==> src/hw/rtl/radix_number_to_ascii_core_assert.svh <==
// Assertion macros shared by the RTL of the number-to-ASCII core.
// Each macro checks on the rising edge of i_clk and is off while i_rst_n is low.
`ifndef RADIX_NUMBER_TO_ASCII_CORE_ASSERT_SVH
`define RADIX_NUMBER_TO_ASCII_CORE_ASSERT_SVH

// Same-cycle implication
`define RNA_ASSERT_SAME(lbl, ante, cons, msg) \
    lbl: assert property (@(posedge i_clk) disable iff (!i_rst_n) (ante) |-> (cons)) \
        else $error(msg);

// Next-cycle implication
`define RNA_ASSERT_NEXT(lbl, ante, cons, msg) \
    lbl: assert property (@(posedge i_clk) disable iff (!i_rst_n) (ante) |=> (cons)) \
        else $error(msg);

`endif

==> src/hw/rtl/rna_pkg.sv <==
`timescale 1ns / 1ps

package rna_pkg;

    // Default sizing
    localparam int MAX_WIDTH_DEF   = 63;
    localparam int DIGIT_SLOTS_DEF = 12;

    // Field widths
    localparam int VALUE_W = 32;
    localparam int CMD_W   = 2;
    localparam int WIDTH_W = 6;
    localparam int CHAR_W  = 7;
    localparam int DIGIT_W = 4;

    // Radix commands
    localparam logic [CMD_W-1:0] CMD_DEC = 2'd0;
    localparam logic [CMD_W-1:0] CMD_OCT = 2'd1;
    localparam logic [CMD_W-1:0] CMD_HEX = 2'd2;

    // Reciprocal of ten, scaled by 2^35
    localparam logic [VALUE_W-1:0] RECIP10     = 32'hCCCC_CCCD;
    localparam int                 RECIP_SHIFT = 35;

    // ASCII codes
    localparam logic [CHAR_W-1:0] ASCII_SPACE = 7'h20;
    localparam logic [CHAR_W-1:0] ASCII_MINUS = 7'h2D;
    localparam logic [CHAR_W-1:0] ASCII_ZERO  = 7'h30;
    localparam logic [CHAR_W-1:0] ASCII_ALPHA = 7'h37;   // 'A' - 10

    typedef enum logic [2:0] {
        ST_IDLE,
        ST_MUL,
        ST_DIG,
        ST_PAD,
        ST_EMIT
    } t_state;

    // Sequencer to digit unit
    typedef struct packed {
        logic load;
        logic neg;
        logic mul;
        logic step;
    } t_du_ctrl;

    // Digit unit to sequencer
    typedef struct packed {
        logic [DIGIT_W-1:0] digit;
        logic               last_digit;
    } t_du_stat;

    function automatic logic [CHAR_W-1:0] digit_to_ascii(input logic [DIGIT_W-1:0] d);
        logic [CHAR_W-1:0] dx;
        dx = {{(CHAR_W-DIGIT_W){1'b0}}, d};
        if (d < 4'd10) begin
            return ASCII_ZERO + dx;
        end else begin
            return ASCII_ALPHA + dx;
        end
    endfunction

endpackage

==> src/hw/rtl/rna_digit_unit.sv <==
`timescale 1ns / 1ps

module rna_digit_unit (
    input  logic                           i_clk,
    input  logic [rna_pkg::VALUE_W-1:0]    i_value,
    input  logic [rna_pkg::CMD_W-1:0]      i_mode,
    input  rna_pkg::t_du_ctrl              i_ctrl,
    output rna_pkg::t_du_stat              o_stat
);

    localparam int PW = 2 * rna_pkg::VALUE_W;
    localparam int QW = PW - rna_pkg::RECIP_SHIFT;

    logic [rna_pkg::VALUE_W-1:0] r_mag;
    logic [rna_pkg::VALUE_W-1:0] n_mag;
    logic [rna_pkg::CMD_W-1:0]   r_mode;
    logic [QW-1:0]               r_prod;

    logic [rna_pkg::VALUE_W-1:0] quot;
    logic [rna_pkg::DIGIT_W-1:0] digit;
    logic [rna_pkg::DIGIT_W-1:0] q10_lo;

    // Split off one digit and the remaining magnitude
    always_comb begin
        q10_lo = '0;
        case (r_mode)
            rna_pkg::CMD_DEC: begin
                quot   = {{(rna_pkg::VALUE_W-QW){1'b0}}, r_prod};
                q10_lo = 4'(quot[3:0] << 3) + 4'(quot[3:0] << 1);
                digit  = r_mag[3:0] - q10_lo;
            end
            rna_pkg::CMD_OCT: begin
                quot  = r_mag >> 3;
                digit = {1'b0, r_mag[2:0]};
            end
            default: begin
                quot  = r_mag >> 4;
                digit = r_mag[3:0];
            end
        endcase
    end

    // Load the magnitude, negating a negative decimal value, or step it down to the quotient
    always_comb begin
        n_mag = r_mag;
        if (i_ctrl.load) begin
            n_mag = i_ctrl.neg ? (rna_pkg::VALUE_W'(0) - i_value) : i_value;
        end else if (i_ctrl.step) begin
            n_mag = quot;
        end
    end

    // Hold magnitude, mode and the scaled quotient
    always_ff @(posedge i_clk) begin
        r_mag <= n_mag;
        if (i_ctrl.load) begin
            r_mode <= i_mode;
        end
        if (i_ctrl.mul) begin
            r_prod <= QW'((PW'(r_mag) * PW'(rna_pkg::RECIP10)) >> rna_pkg::RECIP_SHIFT);
        end
    end

    assign o_stat.digit      = digit;
    assign o_stat.last_digit = (quot == '0);

endmodule

==> src/hw/rtl/radix_number_to_ascii_core.sv <==
`timescale 1ns / 1ps

// Number-to-ASCII converter: one request (a 32-bit value in tdata[31:0], field width in
// tdata[37:32], radix in tuser) becomes a run of ASCII characters, most significant first,
// right-justified with spaces to the field width and closed by tlast. A shared digit unit
// peels one digit per step: decimal needs a reciprocal multiply and then a remainder step
// for each digit, octal and hex need one step. A request is loaded, the digits are peeled,
// the padding is sized, then one character goes out per cycle while the sink keeps tready high.
// The core takes a new request only once the last character of the run has been issued.
module radix_number_to_ascii_core #(
    parameter int MAX_WIDTH   = rna_pkg::MAX_WIDTH_DEF,
    parameter int DIGIT_SLOTS = rna_pkg::DIGIT_SLOTS_DEF
) (
    input  logic        i_clk,
    input  logic        i_rst_n,
    input  logic        i_s_axis_tvalid,
    output logic        o_s_axis_tready,
    input  logic [39:0] i_s_axis_tdata,    // value[31:0], width[37:32], zero fill
    input  logic [1:0]  i_s_axis_tuser,    // cmd[1:0]
    output logic        o_m_axis_tvalid,
    input  logic        i_m_axis_tready,
    output logic [7:0]  o_m_axis_tdata,    // char_out[6:0], zero fill
    output logic        o_m_axis_tlast     // last
);

    localparam int NW = $clog2(DIGIT_SLOTS + 1);
    localparam int IW = $clog2(DIGIT_SLOTS);
    localparam int WW = rna_pkg::WIDTH_W;

    rna_pkg::t_state   r_state;
    rna_pkg::t_state   n_state;
    rna_pkg::t_du_ctrl du_ctrl;
    rna_pkg::t_du_stat du_stat;

    logic [rna_pkg::DIGIT_W-1:0] r_dig [DIGIT_SLOTS];
    logic [NW-1:0]               r_n;
    logic [NW-1:0]               r_idx;
    logic [WW-1:0]               r_width;
    logic [WW-1:0]               r_pad;
    logic                        r_neg;
    logic                        r_dec;

    logic                        r_m_tvalid;
    logic [rna_pkg::CHAR_W-1:0]  r_m_char;
    logic                        r_m_last;

    logic [rna_pkg::VALUE_W-1:0] in_value;
    logic [WW-1:0]               in_width;
    logic [rna_pkg::CMD_W-1:0]   in_cmd;
    logic                        in_neg;
    logic                        accept;
    logic                        slot_free;
    logic                        load_out;
    logic [rna_pkg::CHAR_W-1:0]  out_char;
    logic                        out_last;
    logic [NW-1:0]               idx_m1;
    logic [WW-1:0]               total;

    assign in_value = i_s_axis_tdata[31:0];
    assign in_width = i_s_axis_tdata[37:32];
    assign in_cmd   = i_s_axis_tuser;
    assign in_neg   = (in_cmd == rna_pkg::CMD_DEC) && in_value[31];

    assign accept    = i_s_axis_tvalid && o_s_axis_tready;
    assign slot_free = !r_m_tvalid || i_m_axis_tready;
    assign idx_m1    = r_idx - NW'(1);
    assign total     = WW'(r_n) + WW'(r_neg);

    rna_digit_unit u_digit (
        .i_clk   (i_clk),
        .i_value (in_value),
        .i_mode  (in_cmd),
        .i_ctrl  (du_ctrl),
        .o_stat  (du_stat)
    );

    // Next state
    always_comb begin
        n_state = r_state;
        case (r_state)
            rna_pkg::ST_IDLE: begin
                if (accept) begin
                    n_state = (in_cmd == rna_pkg::CMD_DEC) ? rna_pkg::ST_MUL : rna_pkg::ST_DIG;
                end
            end
            rna_pkg::ST_MUL: n_state = rna_pkg::ST_DIG;
            rna_pkg::ST_DIG: begin
                if (du_stat.last_digit) begin
                    n_state = rna_pkg::ST_PAD;
                end else begin
                    n_state = r_dec ? rna_pkg::ST_MUL : rna_pkg::ST_DIG;
                end
            end
            rna_pkg::ST_PAD: n_state = rna_pkg::ST_EMIT;
            rna_pkg::ST_EMIT: begin
                if (load_out && out_last) begin
                    n_state = rna_pkg::ST_IDLE;
                end
            end
            default: n_state = rna_pkg::ST_IDLE;
        endcase
    end

    // Control outputs and next character
    always_comb begin
        o_s_axis_tready = 1'b0;
        du_ctrl         = '0;
        load_out        = 1'b0;
        out_char        = rna_pkg::digit_to_ascii(r_dig[idx_m1[IW-1:0]]);
        out_last        = 1'b0;
        case (r_state)
            rna_pkg::ST_IDLE: begin
                // hold off requests while reset is applied
                o_s_axis_tready = i_rst_n;
                du_ctrl.load    = accept;
                du_ctrl.neg     = in_neg;
            end
            rna_pkg::ST_MUL: du_ctrl.mul = 1'b1;
            rna_pkg::ST_DIG: du_ctrl.step = 1'b1;
            rna_pkg::ST_EMIT: begin
                load_out = slot_free;
                if (r_pad != '0) begin
                    out_char = rna_pkg::ASCII_SPACE;
                end else if (r_neg) begin
                    out_char = rna_pkg::ASCII_MINUS;
                end else begin
                    out_last = (r_idx == NW'(1));
                end
            end
            default: ;
        endcase
    end

    // Sequencer registers
    always_ff @(posedge i_clk) begin
        if (!i_rst_n) begin
            r_state    <= rna_pkg::ST_IDLE;
            r_m_tvalid <= 1'b0;
        end else begin
            r_state <= n_state;
            if (load_out) begin
                r_m_tvalid <= 1'b1;
            end else if (i_m_axis_tready) begin
                r_m_tvalid <= 1'b0;
            end
        end
    end

    // Working registers
    always_ff @(posedge i_clk) begin
        case (r_state)
            rna_pkg::ST_IDLE: begin
                if (accept) begin
                    r_neg   <= in_neg;
                    r_dec   <= (in_cmd == rna_pkg::CMD_DEC);
                    r_n     <= '0;
                    r_width <= (in_width > WW'(MAX_WIDTH)) ? WW'(MAX_WIDTH) : in_width;
                end
            end
            rna_pkg::ST_DIG: begin
                // store the digit while a slot is left, drop it otherwise
                if (r_n < NW'(DIGIT_SLOTS)) begin
                    r_dig[r_n[IW-1:0]] <= du_stat.digit;
                    r_n                <= r_n + NW'(1);
                end
            end
            rna_pkg::ST_PAD: begin
                r_pad <= (r_width > total) ? (r_width - total) : '0;
                r_idx <= r_n;
            end
            rna_pkg::ST_EMIT: begin
                if (load_out) begin
                    if (r_pad != '0) begin
                        r_pad <= r_pad - WW'(1);
                    end else if (r_neg) begin
                        r_neg <= 1'b0;
                    end else begin
                        r_idx <= idx_m1;
                    end
                end
            end
            default: ;
        endcase
        if (load_out) begin
            r_m_char <= out_char;
            r_m_last <= out_last;
        end
    end

    assign o_m_axis_tvalid = r_m_tvalid;
    assign o_m_axis_tdata  = {1'b0, r_m_char};
    assign o_m_axis_tlast  = r_m_last;

`include "radix_number_to_ascii_core_assert.svh"

    `RNA_ASSERT_SAME(a_emit_has_digit, (r_state == rna_pkg::ST_EMIT), (r_idx != '0), "emit with no digit left")
    `RNA_ASSERT_SAME(a_count_in_range, (r_state == rna_pkg::ST_PAD), ((r_n != '0) && (r_n <= NW'(DIGIT_SLOTS))), "digit count out of range")
    `RNA_ASSERT_NEXT(a_last_ends_run, (load_out && out_last), ((r_state == rna_pkg::ST_IDLE) && o_m_axis_tvalid && o_m_axis_tlast), "run did not close on last")

endmodule
==> config.mk <==
export PLATFORM = sky130hd
export DESIGN_NAME = radix_number_to_ascii_core
export DESIGN_NICKNAME = d
export VERILOG_FILES = /design/src/hw/rtl/rna_pkg.sv /design/src/hw/rtl/rna_digit_unit.sv /design/src/hw/rtl/radix_number_to_ascii_core.sv
export VERILOG_INCLUDE_DIRS = /design/src /design/src/hw/rtl
export SDC_FILE = /design/constraint.sdc
export NUM_CORES = 1
export LEC_CHECK = 0
export BUFFER_PORTS_ARGS = -buffer_cell sky130_fd_sc_hd__buf_2
export CAP_MARGIN = 20
export CORE_UTILIZATION = 25
export DETAILED_ROUTE_END_ITERATION = 12
export PLACE_DENSITY = 0.47
export SYNTH_ARGS = -nofsm -noshare
export SYNTH_HDL_FRONTEND = slang
export SYNTH_SLANG_ARGS = --single-unit
==> constraint.sdc <==
create_clock -name i_clk -period 22.5 [get_ports i_clk]
set_input_delay 2.25 -clock i_clk [delete_from_list [all_inputs] [get_ports i_clk]]
set_output_delay 2.25 -clock i_clk [all_outputs]
set_load 0.1 [all_outputs]
== Yosys cells after proc, flatten, opt, wreduce, memory -nomap -nowiden ==
Memories as Yosys holds them, arrays and structs flattened.
Index checks and enable logic that the tools add are counted.

* RAM bits: 48
* Input bits: 46
* Memories: 1
* Output and inout port bits: 11
* Register bits after elaboration: 97

* Magnitude comparators: 4
* $add $sub $neg: 10
* Reductions and logical operators: 21
* Multiply operators: 1
* Eq/ne operators: 13
* Mux-type cells: 43

{| class="wikitable"
|+ Memory list
! memory !! words !! width !! read ports !! clocked after memory_dff !! wr ports !! line !! RTL
|-
| r_dig || 12 || 4 || 1 || 0 || 1 || radix_number_to_ascii_core.sv:35 || <nowiki>logic [rna_pkg::DIGIT_W-1:0] r_dig [DIGIT_SLOTS];</nowiki>
|}

{| class="wikitable"
|+ Operators by type and width
! cell !! number
|-
| 2-to-1 mux 32 bit || 3
|-
| multiplier 32 x 32 -> 64 bit (second input constant) || 1
|-
| case mux 29 bit (2 select lines) || 1
|-
| zero test 32 bit || 1
|-
| subtractor 1 x 32 -> 32 bit (first input constant) || 1
|-
| 2-to-1 mux 7 bit || 4
|-
| case mux 4 bit (2 select lines) || 3
|-
| 2-to-1 mux 4 bit || 5
|-
| 2-to-1 mux 6 bit || 3
|-
| 2-to-1 mux 1 bit || 15
|-
| case mux 3 bit (5 select lines) || 1
|-
| adder 6 x 4 -> 7 bit (first input constant) || 2
|-
| != test 2 bit (second input constant) || 7
|-
| case mux 6 bit (2 select lines) || 1
|-
| nonzero test 2 bit || 5
|-
| less-than comparator 4 bit (second input constant) || 2
|-
| 2-to-1 mux 2 bit || 4
|-
| AND reduction 4 bit || 2
|-
| == test 3 x 2 -> 1 bit (second input constant) || 2
|-
| greater-than comparator 6 x 5 -> 1 bit || 1
|-
| greater-than comparator 6 bit (second input constant) || 1
|-
| 2-to-1 mux 3 bit || 2
|-
| AND reduction 3 bit || 2
|-
| nonzero test 6 bit || 1
|-
| 18 further kinds || 22
|}

== Depth between registers and ports, before layout ==
* Word-level depth: 7
* Mapped depth: 26
* Mapped depth without buffers: 26

== Cells and area by module ==
From an unflattened synthesis, not the netlist that was laid out.

* Cells, all modules: 2273
* Area total of the unflattened synthesis: 24034.3 µm²

{| class="wikitable"
|+ By module, submodules not included
! module !! instances !! area each (µm²) !! cells each
|-
| rna_digit_unit || 1 || 20059.2 || 1985
|-
| radix_number_to_ascii_core || 1 || 3975.1 || 288
|}

== Worst setup path before layout ==
OpenSTA, ideal clock, no wires.

* Path kind: flip-flop to flip-flop
* From: register u_digit.r_mag[9] (netlist bit)
* To: register u_digit.r_prod[26] (data pin)
* Path slack: 15.303 ns
* Data arrival time: 6.937 ns
* Cell stages (with the launch flop): 27
* Clock period less this slack: 7.197 ns
* Cell sequence: edfxtp_1 -> ha_1 -> clkbuf_1 -> xor2_1 -> ha_1 -> a21o_1 -> fa_1 -> inv_1 -> fa_1 -> inv_1 -> fa_1 -> fa_1 -> fa_1 -> inv_1 -> fa_1 -> inv_1 -> ha_1 -> nand4_1 -> nor4_1 -> nand3b_1 -> o221ai_2 -> nor4_2 -> o21ai_2 -> a31oi_4 -> o21ai_0 -> a31oi_1 -> xnor2_1

* Longest elaborated chain between the ends: 1

{| class="wikitable"
|+ Ends and longest elaborated chain
! what !! line !! RTL
|-
| from (decl) || rna_digit_unit.sv:14 || <nowiki>logic [rna_pkg::VALUE_W-1:0] r_mag;</nowiki>
|-
| from (signal assigned) || rna_digit_unit.sv:55 || <nowiki>r_mag <= n_mag;</nowiki>
|-
| multiplier 32 x 32 -> 64 bit || rna_digit_unit.sv:60 || <nowiki>r_prod <= QW'((PW'(r_mag) * PW'(rna_pkg::RECIP10)) >> rna_pkg::RECIP_SHIFT);</nowiki>
|-
| to (signal assigned) || rna_digit_unit.sv:60 ||
|-
| to (decl) || rna_digit_unit.sv:17 || <nowiki>logic [QW-1:0] r_prod;</nowiki>
|}

No other way between the ends.
A chain may end at the register's enable or synchronous reset.

== Worst setup path after layout ==
* From: register u_digit.r_mag[16] (netlist bit)
* To: register u_digit.r_prod[26] (data pin)

Same word-level chain as after synthesis.

==> impl_metrics.py <==
metrics = {
    "setup_path": {
        "crit_path_max_incr_delay_ns": 0.76,
        "cp.arrival_ns": 9.35,
        "critical_path.max_fanout": 7,
        "worstSetupPathType": "register to register",
        "crit_path_end_kind": "register",
        "slowest_stage": "nor4_1",
        "worstPathRequired_ns": 22.69,
        "cp_common_cell": "fa_1",
        "start_kind": "register",
        "reg2reg_slack_ns": 13.33,
    },
    "logic_synthesis": {
        "synth_warnings": 0,
        "synth-main-ff-cell": "edfxtp_1",
        "syn_inst": 2328,
        "synthesis.nets": 3126,
        "syn_area_sq_mm": 0.0242,
        "synth_edf_count": 141,
        "ys_seq_elements": 145,
        "synth_cell_types": 72,
        "avgSynthCellArea_sq_um": 10.4,
        "yosysSeqAreaShare_pct": 17.8,
        "async_flop_share_pct": 0,
    },
    "placed_design": {
        "portBuffers": 53,
        "dp_hpwl_um": 58100,
        "gp_congestion": 0.949,
        "pre_cts_slack_ns": 13.43,
    },
    "timing": {
        "fmax_mhz": 109,
        "slew_headroom_pct": 32.9,
        "worst_pin_slew_ns": 1.00,
        "hold_violations": 0,
        "finalCritPeriodShare_pct": 40.7,
        "setup_ws_ns": 13.33,
        "fin_tns_setup_ns": 0,
        "finClkSkew_ns": 0.0136,
        "finalMaxSlewViolations": 0,
        "setup_viol": 0,
        "timing.final.crit_period_ns": 9.17,
        "rsz0062_at_grt": "false",
    },
    "die": {
        "coreArea_sq_mm": 0.0954,
        "die_height_um": 313,
        "die_area_sq_mm": 0.0980,
        "row_count": 113,
        "start_util_pct": 25.3,
        "die_w_um": 313,
        "pin_count": 57,
    },
    "outcome": {
        "status": "completed",
    },
    "run": {
        "drv_cap": 0,
    },
    "detailed_routing": {
        "wl_per_cell_um": 18.2,
        "vias": 15795,
        "routed_wl_um": 66200,
        "via_per_inst": 4.34,
        "drt_pre_antenna_iters": 5,
        "ant_nets": 0,
        "drt_iter0_markers": 865,
        "drcViolationCount": 0,
    },
    "global_routing": {
        "grt_max_degree": 66,
        "antenna_found_initial": 0,
        "track_usage_pct": 13.8,
        "gr-total-overflow": 0,
        "grt_pass1_vias": 16473,
        "grt_pass1_wl_um": 101000,
    },
    "clock_network": {
        "path_clk_slew_ns": 0.07,
        "clk_latency_ns": 0.44,
        "cts_tree": "built",
        "post_cts_resized": 0,
        "cts_buffers": 17,
        "htreeDepth": 4,
        "cts_buffer_depth": 2,
        "post_cts_buffers": 0,
        "postCtsHoldBufs": 0,
        "cts_sinks": 145,
        "cts-root-buf": "clkbuf_16",
    },
    "layout": {
        "n_antenna_cell": 0,
        "fin_nets": 3160,
        "multi_input_comb_area_sq_mm": 0.0174,
        "mostFrequentLayoutCell": "inv_1",
        "nFillCells": 10150,
        "final_cell_mix": "inv_1, fa_1, ha_1",
        "area_delta_synth_final_pct": 9.66,
        "seq_area_sq_mm": 0.00431,
        "drive_above_1_share_pct": 5.35,
    },
    "worst_hold_path": {
        "hp-class": "register to register",
    },
}
==> path summary, 6_finish.rpt <==
path         cells after the start                   startpoint                            to
min                              2              r_dec$_DFFE_PP_       r_state[1]$_SDFFE_PN0P_
min reg2reg                      2              r_dec$_DFFE_PP_       r_state[1]$_SDFFE_PN0P_
max reg2reg                     25  u_digit.r_mag[16]$_DFFE_PP_  u_digit.r_prod[26]$_DFFE_PP_
max                             25  u_digit.r_mag[16]$_DFFE_PP_  u_digit.r_prod[26]$_DFFE_PP_
==> layout make-up <==
type                       instances  area share (%)
tap                             1265            5.97
sequential                       145            16.3
clock inverter                    15           0.627
inverter                         599            8.48
clock buffer                      17            1.60
timing repair buffer              63            1.30
multi-input combinational       1536            65.8
==> worst max-delay path: cells and delay by family (launching register included) <==
kind                     cells  cell delay (ns)
AO/OA/AOI/OAI                5             1.47
XOR/XNOR                     1             0.15
adder cells (fa/ha/maj)      9             4.48
buffers and inverters        6             0.54
flip-flops                   1             0.68
AND/OR/NAND/NOR              4             1.57
==> sequential cells by signal, summed over array words and instances (netlist names) <==
signal and cells:
r_dig 48, u_digit.r_mag 32, u_digit.r_prod 29, r_m_char 7, r_pad 6, r_width 6
r_idx 4, r_n 4, r_state 3, u_digit.r_mode 2, o_m_axis_tlast 1, o_m_axis_tvalid 1
r_dec 1, r_neg 1
==> synth_stat cells, drive strengths merged (8+ instances only) <==
library cell	instances	area share, %
a211oi	8	0.25
a21o	42	1.3
a21oi	94	1.9
and2	26	0.67
clkbuf	41	0.64
edfxtp	141	18
fa	387	32
ha	365	19
inv	599	9.3
mux2i	33	1.4
mux4	12	1.1
nand2	109	1.7
nand2b	9	0.23
nand3	16	0.33
nand4	18	0.47
nor2	77	1.2
nor2b	9	0.23
nor3	11	0.25
nor4	8	0.32
o21a	10	0.31
o21ai	82	1.7
xnor2	64	2.3
xor2	64	2.3
==> cells by family (layout without fill, tap and decap cells) <==
family | count (synthesis) | after routing | share of synthesized area (%)
adder cells (fa/ha/maj) | 752 | 752 | 50.9
other | 1 | 1 | 0.0155
AO/OA/AOI/OAI | 295 | 295 | 7.66
XOR/XNOR | 128 | 128 | 4.64
multiplexers | 45 | 45 | 2.48
buffers and inverters | 647 | 694 | 10.1
flip-flops | 145 | 145 | 17.8
AND/OR/NAND/NOR | 315 | 315 | 6.38
==> routing by layer <==
layer	up-vias	part of all wire (%)	track usage (%)
li1	7524	-	-
met1	7959	48	19.7
met2	272	47	22.5
met3	40	3.5	1.46
met4	0	1.6	2.62
met5	-	0	0
==> through the flow <==
stage,util [%],cell area [sq um],hold slack (ns),cells
global route,27.8,26500,0.603,3640
global placement,27.2,25900,0.518,3607
floorplan,-,24200,0.479,2328
CTS,27.8,26500,0.562,3639
detailed placement,27.2,25900,0.540,3607
finish,27.8,26500,0.565,3640
Power is not shown: default switching activity piles up to over one toggle a cycle in this logic, so the estimate is an artifact.
